$ cat src/rtl/skti_pkg.sv
// Shared types and constants for the security key table installer.
package skti_pkg;

  localparam int unsigned MaxUsers       = 64;
  localparam int unsigned TypeBaseRow    = 24;
  localparam int unsigned DefaultTypeRow = 26;
  localparam int unsigned KeyBaseRow     = 27;

  localparam int unsigned RowWidth     = 128;
  localparam int unsigned AddrRows     = 24;
  localparam int unsigned AddrRowWidth = $clog2(AddrRows);
  localparam int unsigned TypeRows     = 3;
  localparam int unsigned MacBytes     = 6;

  typedef struct packed {
    logic        mode;
    logic [7:0]  user;
    logic [1:0]  key_id;
    logic [3:0]  cipher_type;
    logic [47:0] mac_address;
    logic [63:0] key_low;
    logic [63:0] key_high;
  } skti_in_t;

  typedef struct packed {
    logic        write_valid;
    logic [7:0]  write_row;
    logic [63:0] row_low;
    logic [63:0] row_high;
    logic [63:0] enable_map;
    logic        status;
    logic        last;
  } skti_out_t;

  typedef struct packed {
    logic capture;
    logic emit_single;
    logic emit_type;
    logic emit_addr;
    logic emit_key;
  } skti_cmd_t;

  typedef struct packed {
    logic single;
    logic station;
    logic last_addr;
    logic out_free;
  } skti_stat_t;

  typedef enum logic [3:0] {
    StIdle = 4'b0001,
    StExec = 4'b0010,
    StAddr = 4'b0100,
    StKey  = 4'b1000
  } skti_state_e;

endpackage

$ cat src/rtl/skti_ctrl.sv
// Command sequencer that steps through the row writes of one key command.
module skti_ctrl import skti_pkg::*; (
  input  logic       clk_i,
  input  logic       rst_ni,
  input  logic       in_valid_i,
  output logic       in_ready_o,
  input  skti_stat_t stat_i,
  output skti_cmd_t  cmd_o
);

  skti_state_e state_q, state_d;

  always_comb begin
    state_d = state_q;
    cmd_o   = '0;
    case (state_q)
      StIdle: begin
        if (in_valid_i) begin
          cmd_o.capture = 1'b1;
          state_d       = StExec;
        end
      end
      StExec: begin
        if (stat_i.out_free) begin
          if (stat_i.single) begin
            cmd_o.emit_single = 1'b1;
            state_d           = StIdle;
          end else begin
            cmd_o.emit_type = 1'b1;
            state_d         = stat_i.station ? StAddr : StKey;
          end
        end
      end
      StAddr: begin
        if (stat_i.out_free) begin
          cmd_o.emit_addr = 1'b1;
          if (stat_i.last_addr) begin
            state_d = StKey;
          end
        end
      end
      StKey: begin
        if (stat_i.out_free) begin
          cmd_o.emit_key = 1'b1;
          state_d        = StIdle;
        end
      end
      default: state_d = StIdle;
    endcase
  end

  always_ff @(posedge clk_i or negedge rst_ni) begin
    if (!rst_ni) begin
      state_q <= StIdle;
    end else begin
      state_q <= state_d;
    end
  end

  assign in_ready_o = (state_q == StIdle);

endmodule

$ cat config.mk
export PLATFORM = sky130hd
export DESIGN_NAME = skti_ctrl
export DESIGN_NICKNAME = d
export VERILOG_FILES = /design/src/rtl/skti_pkg.sv /design/src/rtl/skti_ctrl.sv
export SDC_FILE = /design/constraint.sdc
export NUM_CORES = 1
export LEC_CHECK = 0
export BUFFER_PORTS_ARGS = -buffer_cell sky130_fd_sc_hd__buf_4
export CORE_AREA = 2 2 39 41
export CTS_BUF_LIST = sky130_fd_sc_hd__clkbuf_16
export DETAILED_ROUTE_END_ITERATION = 8
export DIE_AREA = 0 0 41 43
export PLACE_DENSITY = 0.49
export SYNTH_ARGS = -nofsm -noshare
export SYNTH_HDL_FRONTEND = slang
export SYNTH_SLANG_ARGS = --single-unit
$ cat constraint.sdc
create_clock -name clk_i -period 2.63 [get_ports clk_i]
set_input_delay 0.789 -clock clk_i [delete_from_list [all_inputs] [get_ports clk_i]]
set_output_delay 0.789 -clock clk_i [all_outputs]
set_load 0.005 [all_outputs]
==> results_dict.tcl, run 1 <==
set metrics [dict create \
    antenna_left 0 \
    grt_start_max_net_pins 12 \
    ctsLongestPathBuffers 2 \
    power.ir.vdd_worst_mv 0.220 \
    detailedPlacementHpwl_um 548 \
    reg2reg_to "state_q[3]$_DFFE_PN0P_" \
    die_w_um 41 \
    start_kind "input pin" \
    clock_power_share_pct 49.7 \
    clock_sink_count 4 \
    synth_fp_nets 46 \
    r2r_slack_ns 1.20 \
    element_type_at_the_critical_path_end "output pin" \
    cts_htree_levels 1 \
    setup-violations-final 0 \
    placement.io_buffers 12 \
    part_of_the_total_power_dissipated_in_combinational_logic_pct 24.4 \
    design.core.area_mm2 0.00138 \
    worst-path-max-fanout 9 \
    clockRootBuffer "sky130_fd_sc_hd__clkbuf_16" \
    synth.largest_area_cell "sky130_fd_sc_hd__dfrtp_1" \
    detail_route.iter0.violations 7 \
    vias_per_cell 5.05 \
    route.final.wire_length_um 817 \
    leakagePower_nw 0.213 \
    outcome "finished, final reports clean" \
    grt_pass1_vias 286 \
    tritoncts "done" \
    cts.repair.resized 0 \
    yosysSeqAreaShare_pct 28.9 \
    design.die.area_mm2 0.00176 \
    synthTopCellsByArea "sky130_fd_sc_hd__dfrtp_1 (21%), sky130_fd_sc_hd__dfstp_2 (7.5%), sky130_fd_sc_hd__a211oi_1 (6.4%)" \
    antenna_cells 0 \
    critPathBufInv 2 \
    path_common_cell "sky130_fd_sc_hd__buf_4" \
    num_vias 333 \
    postSynthRegisterBits 4 \
    switching_share_pct 27.4 \
    first_pass_iters 4 \
    critPathRequiredTime_ns 1.84 \
    route.detailed.wl_per_inst_um 12.4 \
    synth.cell_area_um2 350 \
    fmax_ghz 0.455 \
    worst-slew-pin-transition_ns 0.331 \
    worst-endpoint-arrival_ns 1.41 \
    p_int_mw 0.356 \
    final_period_minus_worst_setup_slack_ns 2.20 \
    gp_congestion 0.706 \
    worst_clock_skew_ns 0.00364 \
    timing.max_cap.violations 0 \
    final_layout_size_suffix_gt1_share_pct 40.0 \
    power_per_cell_area_mw_per_mm2 975 \
    grt_overflow_total 0 \
    crit_path_cell_trace "buf_4 -> nand2b_1 -> nor4b_1 -> buf_4" \
    grt_usage_pct 10.8 \
    timing.final.hold_violations 0 \
    fin_total_pwr_mw 0.490 \
    clk_transition_reported_paths_ns 0.03 \
    post-route-drc-count 0 \
    timing.final.crit_share_pct 83.5 \
    grt_setup_unrepaired "false" \
    synthesis.area_per_instance_um2 8.98 \
    register_share_of_total_power_pct 25.9 \
    registers.top_by_ff_count "state_q" \
    area_growth_syn_to_layout_pct 43.6 \
    worst_hold_path_type "in2async" \
    floorplan.rows 14 \
    clkLatencyLatePin_ns 0.23 \
    synth_cell_type_count 25 \
    io-pin-count 13 \
    r2r_start "state_q[2]$_DFFE_PN0P_" \
    synth_largest_type_area_fraction_pct 21.4 \
    final_max_slew_viol_count 0 \
    critPathSlowestCell "sky130_fd_sc_hd__nor4b_1" \
    cts_buffers 3 \
    cp_top_family "simple AND/OR/NAND/NOR gates" \
    crit_type "in2out" \
    post_synth_inst_count 39 \
    layout.filler_cells 143 \
    critPathMaxStageDelay_ns 0.25 \
    start_util_pct 25.3 \
    largest_register_ffs 4 \
    cts_hold_repair.buffers 0 \
    antenna_found_initial 0 \
    max_slew_margin_pct 77.9 \
    fin_nets 58 \
    largest_registers "state_q x4" \
    die_height_um 43 \
    final.setup.tns_ns 0 \
    yosys_warnings 0 \
    r2r_cells 2 \
    p_switching_mw 0.134 \
    global_route_wire_length_before_repair_um 1260 \
    setup_bufs_post_cts 0 \
]
## how the worst max path moves through the flow
stage,end,startpoint,depth (start not counted)
after floorplan,cmd_o[0],stat_i[0],3
after global placement,cmd_o[0],stat_i[0],4
after detailed placement,cmd_o[0],stat_i[0],4
after CTS,cmd_o[0],stat_i[0],4
after global routing,cmd_o[0],stat_i[0],4
final,cmd_o[0],stat_i[0],4
## placed cells by master (no fill, tap or decap), types with 2 or more instances in the layout
| master | Yosys | layout |
|---|---|---|
| sky130_fd_sc_hd__clkbuf_16 | 0 | 3 |
| sky130_fd_sc_hd__inv_1 | 1 | 2 |
| sky130_fd_sc_hd__nor3_1 | 2 | 2 |
| sky130_fd_sc_hd__nor2_1 | 4 | 4 |
| sky130_fd_sc_hd__a211oi_1 | 3 | 3 |
| sky130_fd_sc_hd__dfrtp_1 | 3 | 3 |
| sky130_fd_sc_hd__buf_4 | 0 | 12 |
| sky130_fd_sc_hd__nand2b_1 | 3 | 3 |
| sky130_fd_sc_hd__nor4b_1 | 2 | 2 |
| sky130_fd_sc_hd__o21ai_0 | 2 | 2 |
## synth_stat cells
cell	instances
sky130_fd_sc_hd__nor2_1	4
sky130_fd_sc_hd__a211oi_1	3
sky130_fd_sc_hd__dfrtp_1	3
sky130_fd_sc_hd__nand2b_1	3
sky130_fd_sc_hd__buf_2	2
sky130_fd_sc_hd__buf_6	2
sky130_fd_sc_hd__nor3_1	2
sky130_fd_sc_hd__nor4b_1	2
sky130_fd_sc_hd__o21ai_0	2
sky130_fd_sc_hd__a21o_1	1
sky130_fd_sc_hd__a22oi_1	1
sky130_fd_sc_hd__a311oi_2	1
sky130_fd_sc_hd__and2_1	1
sky130_fd_sc_hd__clkbuf_1	1
sky130_fd_sc_hd__dfstp_2	1
sky130_fd_sc_hd__inv_1	1
sky130_fd_sc_hd__mux2_2	1
sky130_fd_sc_hd__nand3_1	1
sky130_fd_sc_hd__nand3b_1	1
sky130_fd_sc_hd__nand4b_1	1
sky130_fd_sc_hd__nor3b_1	1
sky130_fd_sc_hd__o22a_1	1
sky130_fd_sc_hd__or2b_1	1
sky130_fd_sc_hd__or3b_2	1
sky130_fd_sc_hd__or4b_4	1
## through the flow
| stage | area [um^2] | util (%) | setup slack, ns | instances | hold WS [ns] |
|---|---|---|---|---|---|
| floorplan | 350 | - | 0.532 | 39 | 0.493 |
| global placement | 424 | 30.7 | 0.438 | 62 | 0.585 |
| detailed placement | 424 | 30.7 | 0.440 | 62 | 0.572 |
| CTS | 503 | 36.3 | 0.433 | 66 | 0.345 |
| global route | 503 | 36.3 | 0.342 | 66 | 0.348 |
| finish | 503 | 36.3 | 0.435 | 66 | 0.349 |
## layout make-up
type	count	area, um^2	share of cell area, %
clock buffers	3	75.1	14.9
clock inverters	1	3.75	0.746
inverters	1	3.75	0.746
multi-input cells	29	209	41.5
flip-flops and latches	4	101	20.1
well taps	16	20.0	3.98
repair buffers	12	90.1	17.9
## cell families (layout without fill, tap and decap cells)
family,count (synthesis),in the layout,synth area share (%)
AND/OR/NAND/NOR,19,19,36.1
AO/OA/AOI/OAI,9,9,20.4
flip-flops,4,4,28.9
buffers and inverters,6,17,11.4
multiplexers,1,1,3.21
## per-layer routing
layer | share of wire, % | GRT usage (%)
met5 | 0 | 0
met1 | 51 | 16.3
met4 | 0 | 10.0
met3 | 4.2 | 0
met2 | 44 | 13.1
## power groups by stage
stage / clock network (mW) / registers, mW / logic (mW)
CTS: 0.251 / 0.127 / 0.121
detailed placement: 0 / 0.125 / 0.121
floorplan: 0 / 0.0884 / 0.122
finish: 0.244 / 0.127 / 0.120
global placement: 0 / 0.128 / 0.121
global route: 0.253 / 0.133 / 0.132
Note: power is estimated with default switching activity, not from simulation.
==> run 2, diff against run 1 <==
--- a/config.mk
+++ b/config.mk
@@ -5,12 +5,13 @@
 export SDC_FILE = /design/constraint.sdc
 export NUM_CORES = 1
 export LEC_CHECK = 0
+export ABC_AREA = 1
 export BUFFER_PORTS_ARGS = -buffer_cell sky130_fd_sc_hd__buf_4
 export CORE_AREA = 2 2 39 41
 export CTS_BUF_LIST = sky130_fd_sc_hd__clkbuf_16
 export DETAILED_ROUTE_END_ITERATION = 8
 export DIE_AREA = 0 0 41 43
-export PLACE_DENSITY = 0.49
+export PLACE_DENSITY = 0.46
 export SYNTH_ARGS = -nofsm -noshare
 export SYNTH_HDL_FRONTEND = slang
 export SYNTH_SLANG_ARGS = --single-unit
==> constraint.sdc (replaced) <==
create_clock -name clk_i -period 2 [get_ports clk_i]
set_input_delay 0.6 -clock clk_i [delete_from_list [all_inputs] [get_ports clk_i]]
set_output_delay 0.6 -clock clk_i [all_outputs]
set_load 0.005 [all_outputs]
==> run 2 against run 1 <==
Effect of this change:
- non-clock buffer count stayed put
- die area did not move
- combinational power increased by 110%
- global-route usage grew 1.1 points
- core utilization fell by 1.4 points
- hold slack got worse by 0.19 ns
- clock skew increased by 0.0027 ns
- power increased by 44%
- critical path depth increased by 1
- first-iteration DRC count stayed put
- flip-flop and latch count did not move
==> results_dict.tcl, run 2 <==
set metrics [dict create \
    reg2reg_to "state_q[3]$_DFFE_PN0P_" \
    final_max_slew_viol_count 0 \
    worst-slew-pin-transition_ns 0.247 \
    timing.max_cap.violations 0 \
    route.final.wire_length_um 774 \
    area_growth_syn_to_layout_pct 64.0 \
    synth.largest_area_cell "sky130_fd_sc_hd__dfrtp_1" \
    r2r_start "state_q[0]$_DFFE_PN1P_" \
    num_vias 332 \
    die_height_um 43 \
    final_layout_size_suffix_gt1_share_pct 28.8 \
    leakagePower_nw 0.282 \
    clk_transition_reported_paths_ns 0.03 \
    start_util_pct 21.3 \
    setup_bufs_post_cts 0 \
    p_switching_mw 0.232 \
    antenna_cells 0 \
    element_type_at_the_critical_path_end "output pin" \
    io-pin-count 13 \
    setup_ws_ns 0.105 \
    cts_htree_levels 1 \
    worst_hold_path_type "in2async" \
    fmax_ghz 0.528 \
    worst-path-max-fanout 4 \
    part_of_the_total_power_dissipated_in_combinational_logic_pct 35.2 \
    postSynth.asyncResetShare_pct 100 \
    switching_share_pct 32.8 \
    clkLatencyLatePin_ns 0.23 \
    largest_registers "state_q x4" \
    grt_usage_pct 11.9 \
    layout.core_utilization_pct 35.0 \
    synth_ff_type "sky130_fd_sc_hd__dfrtp_1" \
    outcome "finished, final reports clean" \
    worst_clock_skew_ns 0.00631 \
    cts_buffers 3 \
    synth_fp_nets 57 \
    most_numerous_cell_in_the_yosys_netlist "sky130_fd_sc_hd__nand2_1" \
    largest_register_ffs 4 \
    cts.repair.resized 0 \
    synth_top_family_by_area "simple AND/OR/NAND/NOR gates" \
    yosys-top-cells-count "sky130_fd_sc_hd__nand2_1 (13), sky130_fd_sc_hd__nor2_1 (11), sky130_fd_sc_hd__inv_1 (9)" \
    postSynthRegisterBits 4 \
    cts_hold_repair.buffers 0 \
    grt_overflow_total 0 \
    fin_total_pwr_mw 0.706 \
    max_slew_margin_pct 83.5 \
    critPathRequiredTime_ns 1.40 \
    clock_sink_count 4 \
    detailedPlacementHpwl_um 616 \
    crit_path_cell_trace "inv_1 -> nor2_1 -> nand2_1 -> nor2_1 -> buf_4" \
    design.core.area_mm2 0.00138 \
    cp_top_family "flip-flops" \
    final_period_minus_worst_setup_slack_ns 1.89 \
    route.detailed.wl_per_inst_um 9.44 \
    synth_cell_type_count 10 \
    grt_start_max_net_pins 7 \
    synth_largest_type_area_fraction_pct 25.4 \
    r2r_cells 7 \
    post_synth_and_or_nand_nor_area_fraction_pct 52.1 \
    yosys-mux-area-fraction_pct 0 \
    register_share_of_total_power_pct 19.8 \
    grt_setup_unrepaired "false" \
    design.die.area_mm2 0.00176 \
    worst-endpoint-arrival_ns 1.29 \
    synth-adder-area-share_pct 0 \
    synthTopCellsByArea "sky130_fd_sc_hd__dfrtp_1 (25%), sky130_fd_sc_hd__nand2_1 (17%), sky130_fd_sc_hd__nor2_1 (14%)" \
    synthXorXnorAreaFrac_pct 0 \
    yosys_warnings 0 \
    layout_commonest_cell "sky130_fd_sc_hd__nand2_1" \
    grt_pass1_vias 317 \
    ctsLongestPathBuffers 2 \
    die_w_um 41 \
    synth-edff-count 0 \
    pre_cts_slack_ns 0.322 \
    leading_cell_types_in_the_layout_fill_and_taps_excluded "sky130_fd_sc_hd__nand2_1 (13), sky130_fd_sc_hd__buf_4 (12), sky130_fd_sc_hd__nor2_1 (11), sky130_fd_sc_hd__inv_1 (10), sky130_fd_sc_hd__nand3_1 (7)" \
    final.setup.tns_ns 0 \
    critPathMaxStageDelay_ns 0.54 \
    detail_route.iter0.violations 7 \
    crit_type "reg2out" \
    power.ir.vdd_worst_mv 0.314 \
    vias_per_cell 4.05 \
    final_cells 82 \
    timing.final.crit_share_pct 94.7 \
    registers.top_by_ff_count "state_q" \
    fin_nets 74 \
    clock_power_share_pct 45.0 \
    post_synth_inst_count 50 \
    power_per_cell_area_mw_per_mm2 1460 \
    clockRootBuffer "sky130_fd_sc_hd__clkbuf_16" \
    critPathBufInv 2 \
    post-route-drc-count 0 \
    synth.cell_area_um2 295 \
    floorplan.rows 14 \
    path_common_cell "sky130_fd_sc_hd__nor2_1" \
    timing.final.hold_violations 0 \
    antenna_found_initial 0 \
    yosysSeqAreaShare_pct 34.3 \
    layout.filler_cells 153 \
    tritoncts "done" \
    global_route_wire_length_before_repair_um 1320 \
    synthesis.area_per_instance_um2 5.91 \
    r2r_slack_ns 0.81 \
    first_pass_iters 5 \
    p_int_mw 0.475 \
    antenna_left 0 \
    synthesized_area_fraction_occupied_by_ao_oa_aoi_and_oai_cells_pct 2.12 \
    critPathSlowestCell "sky130_fd_sc_hd__dfstp_2" \
    placement.io_buffers 12 \
    placed_cells_incl_taps 78 \
    gp_congestion 0.754 \
    setup-violations-final 0 \
    start_kind "flip-flop" \
]
-- run 2: changes by cell type after synthesis, moves of 3 or more --
cell / delta
sky130_fd_sc_hd__nor2_1: +7
sky130_fd_sc_hd__nand3_1: +6
sky130_fd_sc_hd__inv_1: +8
sky130_fd_sc_hd__nand2_1: +13
sky130_fd_sc_hd__nand2b_1: -3
sky130_fd_sc_hd__a211oi_1: -3
-- run 2: worst max-delay path by stage --
stage                                       from        to  slack (ns)  depth (start not counted)
after CTS                 state_q[0]$_DFFE_PN1P_  cmd_o[4]        0.10                          5
after floorplan           state_q[0]$_DFFE_PN1P_  cmd_o[4]        0.53                          4
final                     state_q[0]$_DFFE_PN1P_  cmd_o[4]        0.11                          5
after global placement                 stat_i[0]  cmd_o[3]        0.31                          4
after global routing      state_q[0]$_DFFE_PN1P_  cmd_o[4]        0.06                          5
after detailed placement               stat_i[0]  cmd_o[3]        0.32                          4
-- run 2: layer usage --
| layer | GRT usage (%) | vias up | routed length (um) |
|---|---|---|---|
| li1 | - | 183 | - |
| met1 | 13.6 | 140 | 350 |
| met2 | 16.3 | 9 | 391 |
| met3 | 3.14 | 0 | 32 |
| met4 | 12.0 | 0 | 0 |
| met5 | 0 | - | 0 |
-- run 2: logic make-up after synthesis --
family                 after synthesis
buffers and inverters                9
and+or+nand+nor                     36
AOI/OAI and AO/OA                    1
DFF                                  4
-- run 2: power by group through the flow --
| stage | clock network [mW] | logic [mW] | registers (mW) |
|---|---|---|---|
| after global routing | 0.334 | 0.283 | 0.143 |
| after global placement | 0 | 0.250 | 0.140 |
| after CTS | 0.323 | 0.250 | 0.141 |
| final | 0.318 | 0.248 | 0.140 |
| after floorplan | 0 | 0.160 | 0.136 |
| after detailed placement | 0 | 0.247 | 0.142 |
-- run 2: metrics by stage --
| step | instance area [um^2] | hold slack (ns) |
|---|---|---|
| after floorplan | 295 | 0.304 |
| after global placement | 405 | 0.399 |
| after detailed placement | 405 | 0.398 |
| after CTS | 484 | 0.159 |
| after global routing | 484 | 0.158 |
| final | 484 | 0.160 |
-- run 2: cell type report --
type	instances	area, um^2	area share, %
well taps	16	20.0	4.13
multi-input cells	37	160	33.1
flip-flops and latches	4	101	20.9
clock inverters	1	3.75	0.775
inverters	9	33.8	6.98
repair buffers	12	90.1	18.6
clock buffers	3	75.1	15.5
